<file path="config.mk">
export PLATFORM = sky130hd
export DESIGN_NAME = matrix_saddle_point_search_unit
export DESIGN_NICKNAME = d
export VERILOG_FILES = /design/src/msps_pkg.sv /design/src/matrix_saddle_point_search_unit.sv
export SDC_FILE = /design/constraint.sdc
export NUM_CORES = 1
export LEC_CHECK = 0
export ABC_AREA = 1
export BUFFER_PORTS_ARGS = -buffer_cell sky130_fd_sc_hd__buf_4
export CAP_MARGIN = 20
export CORE_ASPECT_RATIO = 1.2
export CORE_MARGIN = 1
export CORE_UTILIZATION = 34
export CTS_CLUSTER_DIAMETER = 60
export DETAILED_ROUTE_END_ITERATION = 8
export SLEW_MARGIN = 5
export SYNTH_ARGS = -nofsm -noshare
export SYNTH_HDL_FRONTEND = slang
export SYNTH_SLANG_ARGS = --single-unit
</file>
<file path="constraint.sdc">
create_clock -name clk -period 11.2 [get_ports clk]
set_clock_uncertainty 0.15 [all_clocks]
set_input_delay 1.68 -clock clk [delete_from_list [all_inputs] [get_ports clk]]
set_output_delay 1.68 -clock clk [all_outputs]
set_load 0.02 [all_outputs]
</file>
<file path="src/msps_pkg.sv">
// ----------------------------------------------------------------------------
// Saddle point search package
// Shared sizes and the packed transaction types of the search unit.
// ----------------------------------------------------------------------------
package msps_pkg;

  // Matrix store geometry
  localparam int MAX_ROWS = 8;
  localparam int MAX_COLS = 8;
  localparam int ROW_W    = 3;
  localparam int COL_W    = 3;
  localparam int ADDR_W   = ROW_W + COL_W;
  localparam int DEPTH    = MAX_ROWS * MAX_COLS;
  localparam int VAL_W    = 16;

  // Configuration register sizes
  localparam int DIM_W    = 4;
  localparam int CFG_IDX_W = 1;
  localparam int ORD_W    = 7;

  // Configuration register indexes
  localparam logic [CFG_IDX_W-1:0] REG_ROWS_IN_USE = 1'b0;
  localparam logic [CFG_IDX_W-1:0] REG_COLS_IN_USE = 1'b1;

  // Command codes
  localparam logic CMD_WRITE  = 1'b0;
  localparam logic CMD_SEARCH = 1'b1;

  // Input transaction
  typedef struct packed {
    logic                    cmd;
    logic [ROW_W-1:0]        elem_row;
    logic [COL_W-1:0]        elem_col;
    logic signed [VAL_W-1:0] elem_value;
  } in_t;

  // Result transaction
  typedef struct packed {
    logic             found;
    logic [ROW_W-1:0] point_row;
    logic [COL_W-1:0] point_col;
    logic [ORD_W-1:0] ordinal;
    logic             last;
  } out_t;

endpackage

</file>
<file path="src/matrix_saddle_point_search_unit.sv">
// An element write is taken only while idle; a search of R x C elements runs a
// row minimum / column maximum pass, then a compare pass that reads and then
// compares each element, then flushes the last result (held while the output
// stalls). Both passes read the matrix store through its single read port.
// Throughput: one element write per cycle while idle; one search at a time.
// Reset: rows_in_use and cols_in_use go to 8; the matrix store is undefined.
// ----------------------------------------------------------------------------
// Matrix saddle point search unit
// Stores a signed matrix and reports every saddle point in row-major order.
// ----------------------------------------------------------------------------
module matrix_saddle_point_search_unit
  import msps_pkg::*;
(
  input  logic                 clk,
  input  logic                 rst_n,
  input  logic                 in_valid,
  output logic                 in_ready,
  input  in_t                  in_data,
  output logic                 out_valid,
  input  logic                 out_ready,
  output out_t                 out_data,
  input  logic                 cfg_we,
  input  logic [CFG_IDX_W-1:0] cfg_index,
  input  logic [DIM_W-1:0]     cfg_data
);

  // Sequencer state codes
  localparam logic [2:0] ST_IDLE  = 3'd0;
  localparam logic [2:0] ST_SCAN1 = 3'd1;
  localparam logic [2:0] ST_RD2   = 3'd2;
  localparam logic [2:0] ST_CMP2  = 3'd3;
  localparam logic [2:0] ST_FLUSH = 3'd4;

  logic [2:0]              state_r, state_nxt;
  logic [DIM_W-1:0]        cfg_rows_r, cfg_cols_r;
  logic [DIM_W-1:0]        nrows_r, nrows_nxt, ncols_r, ncols_nxt;
  logic [ROW_W-1:0]        scan_row_r, scan_row_nxt;
  logic [COL_W-1:0]        scan_col_r, scan_col_nxt;
  logic                    p1_v_r, p1_v_nxt;
  logic [ROW_W-1:0]        p1_row_r;
  logic [COL_W-1:0]        p1_col_r;
  logic signed [VAL_W-1:0] run_min_r;
  logic signed [VAL_W-1:0] p1_min;
  logic signed [VAL_W-1:0] row_min_r [MAX_ROWS];
  logic signed [VAL_W-1:0] col_max_r [MAX_COLS];
  logic                    pend_v_r, pend_v_nxt;
  logic [ROW_W-1:0]        pend_row_r, pend_row_nxt;
  logic [COL_W-1:0]        pend_col_r, pend_col_nxt;
  logic [ORD_W-1:0]        pend_ord_r, pend_ord_nxt;
  logic [ORD_W-1:0]        count_r, count_nxt;
  logic                    out_valid_r, out_valid_nxt;
  out_t                    out_data_r, out_data_nxt;

  // Matrix store
  logic signed [VAL_W-1:0] mem [DEPTH];
  logic                    mem_we, mem_re;
  logic [ADDR_W-1:0]       mem_waddr, mem_raddr;
  logic signed [VAL_W-1:0] rd_data_r;

  logic in_acc, out_free, last_col, last_row, saddle;
  logic [DIM_W-1:0] sat_rows, sat_cols;

  assign in_ready  = (state_r == ST_IDLE);
  assign in_acc    = in_valid && in_ready;
  assign out_valid = out_valid_r;
  assign out_data  = out_data_r;
  assign out_free  = !out_valid_r || out_ready;

  // Configuration registers
  always_ff @(posedge clk) begin
    if (!rst_n) begin
      cfg_rows_r <= DIM_W'(MAX_ROWS);
      cfg_cols_r <= DIM_W'(MAX_COLS);
    end else if (cfg_we) begin
      case (cfg_index)
        REG_ROWS_IN_USE: cfg_rows_r <= cfg_data;
        REG_COLS_IN_USE: cfg_cols_r <= cfg_data;
        default: ;
      endcase
    end
  end

  // Active dimensions saturate at the store size
  assign sat_rows = (cfg_rows_r > DIM_W'(MAX_ROWS)) ? DIM_W'(MAX_ROWS) : cfg_rows_r;
  assign sat_cols = (cfg_cols_r > DIM_W'(MAX_COLS)) ? DIM_W'(MAX_COLS) : cfg_cols_r;

  // Store ports: writes only while idle, reads walk the scan counters
  assign mem_we    = in_acc && (in_data.cmd == CMD_WRITE);
  assign mem_waddr = {in_data.elem_row, in_data.elem_col};
  assign mem_re    = (state_r == ST_SCAN1) || (state_r == ST_RD2);
  assign mem_raddr = {scan_row_r, scan_col_r};

  always_ff @(posedge clk) begin
    if (mem_we) begin
      mem[mem_waddr] <= in_data.elem_value;
    end
    if (mem_re) begin
      rd_data_r <= mem[mem_raddr];
    end
  end

  // Scan position
  assign last_col = ({1'b0, scan_col_r} == ncols_r - DIM_W'(1));
  assign last_row = ({1'b0, scan_row_r} == nrows_r - DIM_W'(1));

  // First pass: running row minimum and per-column maximum
  always_comb begin
    if (p1_col_r == '0 || rd_data_r < run_min_r) begin
      p1_min = rd_data_r;
    end else begin
      p1_min = run_min_r;
    end
  end

  always_ff @(posedge clk) begin
    if (p1_v_r) begin
      run_min_r <= p1_min;
      if ({1'b0, p1_col_r} == ncols_r - DIM_W'(1)) begin
        row_min_r[p1_row_r] <= p1_min;
      end
      if (p1_row_r == '0 || rd_data_r > col_max_r[p1_col_r]) begin
        col_max_r[p1_col_r] <= rd_data_r;
      end
    end
  end

  // Second pass compare
  assign saddle = (rd_data_r == row_min_r[scan_row_r]) &&
                  (rd_data_r == col_max_r[scan_col_r]);

  // Sequencer, pending report and output register
  always_comb begin
    state_nxt     = state_r;
    nrows_nxt     = nrows_r;
    ncols_nxt     = ncols_r;
    scan_row_nxt  = scan_row_r;
    scan_col_nxt  = scan_col_r;
    p1_v_nxt      = 1'b0;
    pend_v_nxt    = pend_v_r;
    pend_row_nxt  = pend_row_r;
    pend_col_nxt  = pend_col_r;
    pend_ord_nxt  = pend_ord_r;
    count_nxt     = count_r;
    out_valid_nxt = out_valid_r && !out_ready;
    out_data_nxt  = out_data_r;

    case (state_r)
      ST_IDLE: begin
        if (in_acc && in_data.cmd == CMD_SEARCH) begin
          nrows_nxt    = sat_rows;
          ncols_nxt    = sat_cols;
          scan_row_nxt = '0;
          scan_col_nxt = '0;
          pend_v_nxt   = 1'b0;
          count_nxt    = '0;
          if (sat_rows == '0 || sat_cols == '0) begin
            state_nxt = ST_FLUSH;
          end else begin
            state_nxt = ST_SCAN1;
          end
        end
      end

      ST_SCAN1: begin
        p1_v_nxt = 1'b1;
        if (last_col) begin
          scan_col_nxt = '0;
          if (last_row) begin
            scan_row_nxt = '0;
            state_nxt    = ST_RD2;
          end else begin
            scan_row_nxt = scan_row_r + ROW_W'(1);
          end
        end else begin
          scan_col_nxt = scan_col_r + COL_W'(1);
        end
      end

      ST_RD2: begin
        state_nxt = ST_CMP2;
      end

      ST_CMP2: begin
        if (!saddle || !pend_v_r || out_free) begin
          // A new saddle point releases the previous one as a non-final result
          if (saddle) begin
            if (pend_v_r) begin
              out_valid_nxt          = 1'b1;
              out_data_nxt.found     = 1'b1;
              out_data_nxt.point_row = pend_row_r;
              out_data_nxt.point_col = pend_col_r;
              out_data_nxt.ordinal   = pend_ord_r;
              out_data_nxt.last      = 1'b0;
            end
            pend_v_nxt   = 1'b1;
            pend_row_nxt = scan_row_r;
            pend_col_nxt = scan_col_r;
            pend_ord_nxt = count_r + ORD_W'(1);
            count_nxt    = count_r + ORD_W'(1);
          end
          if (last_col) begin
            scan_col_nxt = '0;
            if (last_row) begin
              state_nxt = ST_FLUSH;
            end else begin
              scan_row_nxt = scan_row_r + ROW_W'(1);
              state_nxt    = ST_RD2;
            end
          end else begin
            scan_col_nxt = scan_col_r + COL_W'(1);
            state_nxt    = ST_RD2;
          end
        end
      end

      ST_FLUSH: begin
        if (out_free) begin
          out_valid_nxt = 1'b1;
          if (pend_v_r) begin
            out_data_nxt.found     = 1'b1;
            out_data_nxt.point_row = pend_row_r;
            out_data_nxt.point_col = pend_col_r;
            out_data_nxt.ordinal   = pend_ord_r;
          end else begin
            out_data_nxt.found     = 1'b0;
            out_data_nxt.point_row = '0;
            out_data_nxt.point_col = '0;
            out_data_nxt.ordinal   = '0;
          end
          out_data_nxt.last = 1'b1;
          pend_v_nxt        = 1'b0;
          state_nxt         = ST_IDLE;
        end
      end

      default: begin
        state_nxt = ST_IDLE;
      end
    endcase
  end

  // Control registers
  always_ff @(posedge clk) begin
    if (!rst_n) begin
      state_r     <= ST_IDLE;
      p1_v_r      <= 1'b0;
      pend_v_r    <= 1'b0;
      out_valid_r <= 1'b0;
      count_r     <= '0;
    end else begin
      state_r     <= state_nxt;
      p1_v_r      <= p1_v_nxt;
      pend_v_r    <= pend_v_nxt;
      out_valid_r <= out_valid_nxt;
      count_r     <= count_nxt;
    end
  end

  // Payload registers
  always_ff @(posedge clk) begin
    nrows_r    <= nrows_nxt;
    ncols_r    <= ncols_nxt;
    scan_row_r <= scan_row_nxt;
    scan_col_r <= scan_col_nxt;
    p1_row_r   <= scan_row_r;
    p1_col_r   <= scan_col_r;
    pend_row_r <= pend_row_nxt;
    pend_col_r <= pend_col_nxt;
    pend_ord_r <= pend_ord_nxt;
    out_data_r <= out_data_nxt;
  end

  // A not-found result is always the final one and carries no running number.
  a_notfound_last: assert property (@(posedge clk) disable iff (!rst_n)
    (out_valid_r && !out_data_r.found) |-> (out_data_r.last && out_data_r.ordinal == '0))
    else $error("not-found result without last mark");

  // A non-final saddle point report always trails the saddle point count.
  a_ordinal_range: assert property (@(posedge clk) disable iff (!rst_n)
    (out_valid_r && out_data_r.found && !out_data_r.last) |->
    (out_data_r.ordinal != '0 && out_data_r.ordinal < count_r))
    else $error("result ordinal out of range");

  // The matrix store is never written while a search walks it.
  a_no_write_in_search: assert property (@(posedge clk) disable iff (!rst_n)
    (state_r != ST_IDLE) |-> !mem_we)
    else $error("store written during search");

  // A held report always has the latest running number.
  a_pending_ord: assert property (@(posedge clk) disable iff (!rst_n)
    pend_v_r |-> (pend_ord_r == count_r && count_r != '0))
    else $error("pending report out of step with count");

endmodule

</file>
# Yosys cells after proc, flatten, opt, wreduce, memory -nomap -nowiden
# Memories as Yosys holds them, arrays and structs flattened. A register that Yosys moved wholly into a read port is not among the register bits.
# Index checks and enable logic that the tools add are counted.
[totals] mem_count=3 output_inout_bits=17 wordCells=142 in_bits=33 mem_bits_rw=1280 ff_bits=85
[memory_table] memory="mem" words=64 width=16 read_ports=1 rd_ports_with_merged_regs=1 write_ports=1 line_no="matrix_saddle_point_search_unit.sv:55" rtl="logic signed [VAL_W-1:0] mem [DEPTH];"
[memory_table] memory="col_max_r" words=8 width=16 read_ports=2 rd_ports_with_merged_regs=2 write_ports=1 line_no="matrix_saddle_point_search_unit.sv:45" rtl="logic signed [VAL_W-1:0] col_max_r [MAX_COLS];"
[memory_table] memory="row_min_r" words=8 width=16 read_ports=1 rd_ports_with_merged_regs=1 write_ports=1 line_no="matrix_saddle_point_search_unit.sv:44" rtl="logic signed [VAL_W-1:0] row_min_r [MAX_ROWS];"
[classes] n_eq_ne=18 reduce_logical=35 bitwise=2 addsub=5 muxes=53 order_cmp=4
[op_table] cell="15-bit two-way mux" count=4
[op_table] cell="3-bit two-way mux" count=18
[op_table] cell="16-bit equality test" count=2
[op_table] cell="15-bit one-hot mux with 2 select lines" count=1
[op_table] cell="7-bit two-way mux" count=3
[op_table] cell="3-bit one-hot mux with 3 select lines" count=2
[op_table] cell="1-bit two-way mux" count=17
[op_table] cell="16-bit greater-than comparator" count=1
[op_table] cell="16-bit less-than comparator" count=1
[op_table] cell="16-bit two-way mux" count=1
[op_table] cell="2-bit inequality test, second input constant" count=8
[op_table] cell="3-bit one-hot mux with 5 select lines" count=1
[op_table] cell="5-bit AND reduction" count=3
[op_table] cell="14-bit two-way mux" count=1
[op_table] cell="7-bit one-hot mux with 2 select lines" count=1
[op_table] cell="3-bit by 4-bit equality test with 1-bit output" count=3
[op_table] cell="3-bit zero test" count=3
[op_table] cell="4-bit greater-than comparator, second input constant" count=2
[op_table] cell="4-bit zero test" count=2
[op_table] cell="4-bit two-way mux" count=2
[op_table] cell="4-bit by 1-bit subtractor with 4-bit output, second input constant" count=2
[op_table] cell="7-bit by 1-bit adder with 7-bit output, second input constant" count=1
[op_table] cell="1-bit logical OR" count=7
[op_table] cell="3-bit by 1-bit adder with 3-bit output, second input constant" count=2
[op_table] cell="15 further kinds" count=29

# Logic depth before layout (Yosys ltp)
[logic_depth] word_depth=8 ltp_mapped=22 depth_no_buf=20

# Least setup slack after synthesis
# No wires, ideal clock.
[synth_timing] kind="flip-flop to flip-flop" from="register p1_col_r[2]" to="memory col_max_r[0][0] (enable)" slack_ns=7.382 path_stages_with_launch=21 arrival_ns=3.280 period_less_slack_ns=3.818 cell_sequence="dfxtp_1 -> clkbuf_1 -> inv_1 -> nor3_1 -> clkbuf_1 -> nand2_1 -> o2111ai_1 -> inv_1 -> ha_1 -> nand2_1 -> inv_1 -> nand2_1 -> nor3b_1 -> nand2_1 -> nand2_1 -> nand2_1 -> nand2_1 -> nand2_1 -> nand2_1 -> nand2_1 -> nor2_1"
[synth_lines] element="from (decl)" line_no="matrix_saddle_point_search_unit.sv:41" rtl="logic [COL_W-1:0] p1_col_r;"
[synth_lines] element="from (signal assigned)" line_no="matrix_saddle_point_search_unit.sv:266" rtl="p1_col_r <= scan_col_r;"
[synth_lines] element="to (decl)" line_no="matrix_saddle_point_search_unit.sv:45"
# Straight into the memory's write port.

# Final worst setup path
[layout_timing] from="register p1_col_r[0]" to="memory col_max_r[7][5] (enable)"
# Straight into the memory's write port.

==> run_results.csv <==
group,metric,value,unit
global_route,grt_pass1_vias,37000,
worst_hold_path,timing.hold.worst.class,"register to register",
global_route,grt_pass1_wl,240000,microns
synth,async_reset_ff_frac,0,
synth,synthesis.nets,4973,
cells_and_area,syn2layout_area_growth,13.5,%
floorplanning,dieHeight,454,microns
power_and_ir_drop,ir_drop,0.000223,V
timing,worst_slack,6.62,ns
synth,yosysUniqueCellTypes,47,
synth,syn_area,0.0578,sq mm
timing,hold_viol,0,
synth,yosysTopAreaCell,"edfxtp_1",
synth,synth-edff-count,1354,
floorplanning,core-area,0.169,sq mm
clock_tree,cts_buffers,148,
critical_path,cp-end-kind,"register",
floorplanning,die_area,0.172,sq mm
synth,syn_inst,4904,
global_route,grt_util_met3,0.0333,
cells_and_area,post-route-util,0.389,
cells_and_area,drive_gt1_frac,0.0862,
route,firstDrtPassIters,6,
timing,min_period,4.58,ns
synth,seq_area_frac_synth,0.715,
placed_design,place.port_buffers,49,
placed_design,place_congestion,0.891,
synth,syn_avg_cell_area,11.8,sq um
status,status,"finished, final reports clean",
clock_tree,cts_tree,"yes",
global_route,antenna_found_initial,3,
flow_run,cap_violations,0,
global_route,grt_max_degree,171,
timing,setup_violations,0,
route,dr_total_vias,38600,
timing,max_freq,0.218,GHz
clock_tree,clk_pin_slew,0.06,ns
placed_design,dp_hpwl,94800,microns
clock_tree,holdBufCountCts,0,
route,ant_nets,0,
global_route,busiest_layer,"met2",
critical_path,worstPathMaxFanout,10,
placed_design,pre_cts_slack,6.51,ns
global_route,overflow,0,
route,drt_iter0_markers,3917,
synth,post-synth-top-area-fraction,0.704,
timing,worst_pin_slew,1.11,ns
floorplanning,ios,50,
timing,drv_slew,0,
clock_tree,root_buffer,"clkbuf_16",
route,drt-total-wl,163000,microns
synth,yosys_warnings,0,
route,vias_per_cell,5.27,
critical_path,required,11.51,ns
route,drc,0,
global_route,grt_use_total,0.187,
clock_tree,cts.sinks,1387,
floorplanning,rows,165,
synth,synth_area_leaders,"edfxtp_1 (70%), o21ai_0 (5.8%), nor2_1 (5.6%)",
floorplanning,die_x,378,microns
synth,synth_seq_cells,1387,
clock_tree,post_cts_buffers,0,
timing,hold_slack,0.324,ns
critical_path,cp-start-kind,"register",
power_and_ir_drop,power.density,263,mW/mm^2
global_route,grt_use_met2,0.308,
route,wl_per_cell,22.2,microns
power_and_ir_drop,power,17200,uW
timing,rsz0062_at_grt,"false",
clock_tree,cts_resized,0,
synth,synth_top_flop_cell,"edfxtp_1",
cells_and_area,nets,5027,
timing,fin_setup_tns,0,ns
global_route,use_met1,0.235,
floorplanning,initial_core_util,0.343,
timing,max_slew_margin,0.255,
timing,fin_crit_sh,0.409,
clock_tree,clk-insertion-delay-late,0.79,ns
clock_tree,clockBufferDepth,3,
power_and_ir_drop,p_leak,0.0226,uW
critical_path,crit_arrival,4.90,ns
critical_path,critPathKind,"register to register",
clock_tree,ctsHtreeMaxLevel,4,
-- sequential cells by signal, summed over array words and instances (netlist names), 7 cells and up, named ones only --
| register | flops |
|---|---|
| mem | 1024 |
| row_min_r | 128 |
| count_r | 7 |
| out_data | 15 |
| rd_data_r | 16 |
| col_max_r | 128 |
| run_min_r | 16 |
| pend_ord_r | 7 |
-- critical path: stages, from the launching register on --
cell and delay [ns]:
dfxtp_1 0.34, inv_1 0.18, nor3_2 0.05, buf_4 0.20, a22o_1 0.23, a221oi_1 0.59, nand4_1 0.33, inv_1 0.15
ha_1 0.18, nand4_1 0.10, o221ai_1 0.23, nand2_1 0.08, nand2_1 0.07, nand2_1 0.05, nand2_1 0.05, nand2_1 0.04
nand2_1 0.05, nand2_1 0.18, nor2_1 0.70, buf_4 0.32
-- final cells by class --
cell class | count | area, sq um
diodes | 1 | 2.50
clock buffers | 184 | 3920
clock inverters | 79 | 753
fillers | 16000 | 103000
inverters | 319 | 1220
multi-input cells | 2910 | 14000
flip-flops and latches | 1387 | 41300
well taps | 2254 | 2820
repair buffers | 192 | 1510
-- cells by family (layout without fill, tap and decap cells) --
kind of cell    count (synthesis)  in the layout  synth area share
buf+inv                       607            774            0.0432
flops                        1387           1387             0.715
compound gates               1121           1121             0.111
xor+xnor                       16             16           0.00243
other cells                     0              1                 0
simple gates                 1737           1737             0.120
fa+ha+maj                      36             36           0.00780
-- worst paths after layout --
path                  from         endpoint  slack (ns)  cells after the start
min          cfg_rows_r[2]    cfg_rows_r[2]        0.32                      2
max            p1_col_r[0]  col_max_r[7][5]        6.62                     19
max reg2reg    p1_col_r[0]  col_max_r[7][5]        6.62                     19
min reg2reg  cfg_rows_r[2]    cfg_rows_r[2]        0.32                      2
-- Yosys cell counts, drive strengths merged (2+ instances only) --
cell and count:
dfxtp 33, nand3 246, a211oi 3, buf 72
clkinv 2, o22ai 291, a22oi 12, inv 317
xnor2 6, o211ai 23, a22o 5, o221ai 34
o21bai 5, o2111ai 7, o31ai 3, o21ai 674
a21oi 26, nand4 13, o311ai 4, nand2 583
xor2 10, edfxtp 1354, clkbuf 216, a221oi 19
nor2 870, ha 36, nor3 21, o32ai 12
-- power breakdown --
part           leakage, uW  internal (uW)  switching [uW]
registers           0.0125           6180             129
logic              0.00790           1620            4550
clock network      0.00228           2690            2040
total               0.0226          10500            6720
-- metrics by stage --
step / instances / area (sq um)
4_1_cts: 7321 / 65500
3_5_place_dp: 7058 / 60900
6_report: 7326 / 65600
5_1_grt: 7325 / 65600
2_1_floorplan: 4904 / 57800
3_3_place_gp: 7057 / 60900
-- layer usage --
metal | wire, microns | vias up
met5 | 39 | -
met3 | 10600 | 340
met2 | 78200 | 1421
li1 | - | 17700
met1 | 65200 | 19200
met4 | 8480 | 6
-- layout by cell type, fill, tap and decap left out, types with 11 or more instances in the layout --
cell type,instances
a21oi_1,25
inv_1,309
o22ai_1,291
nand4_1,13
nand2_1,576
a221oi_1,19
clkinv_2,20
buf_4,181
dfxtp_1,31
o221ai_1,34
clkbuf_16,150
o32ai_1,12
o211ai_1,21
edfxtp_1,1354
o21ai_0,670
a22oi_1,12
nor2_1,868
clkinv_1,31
clkbuf_1,30
nor3_2,11
nand3_1,241
ha_1,36
Note: power is estimated with default switching activity, not from simulation.
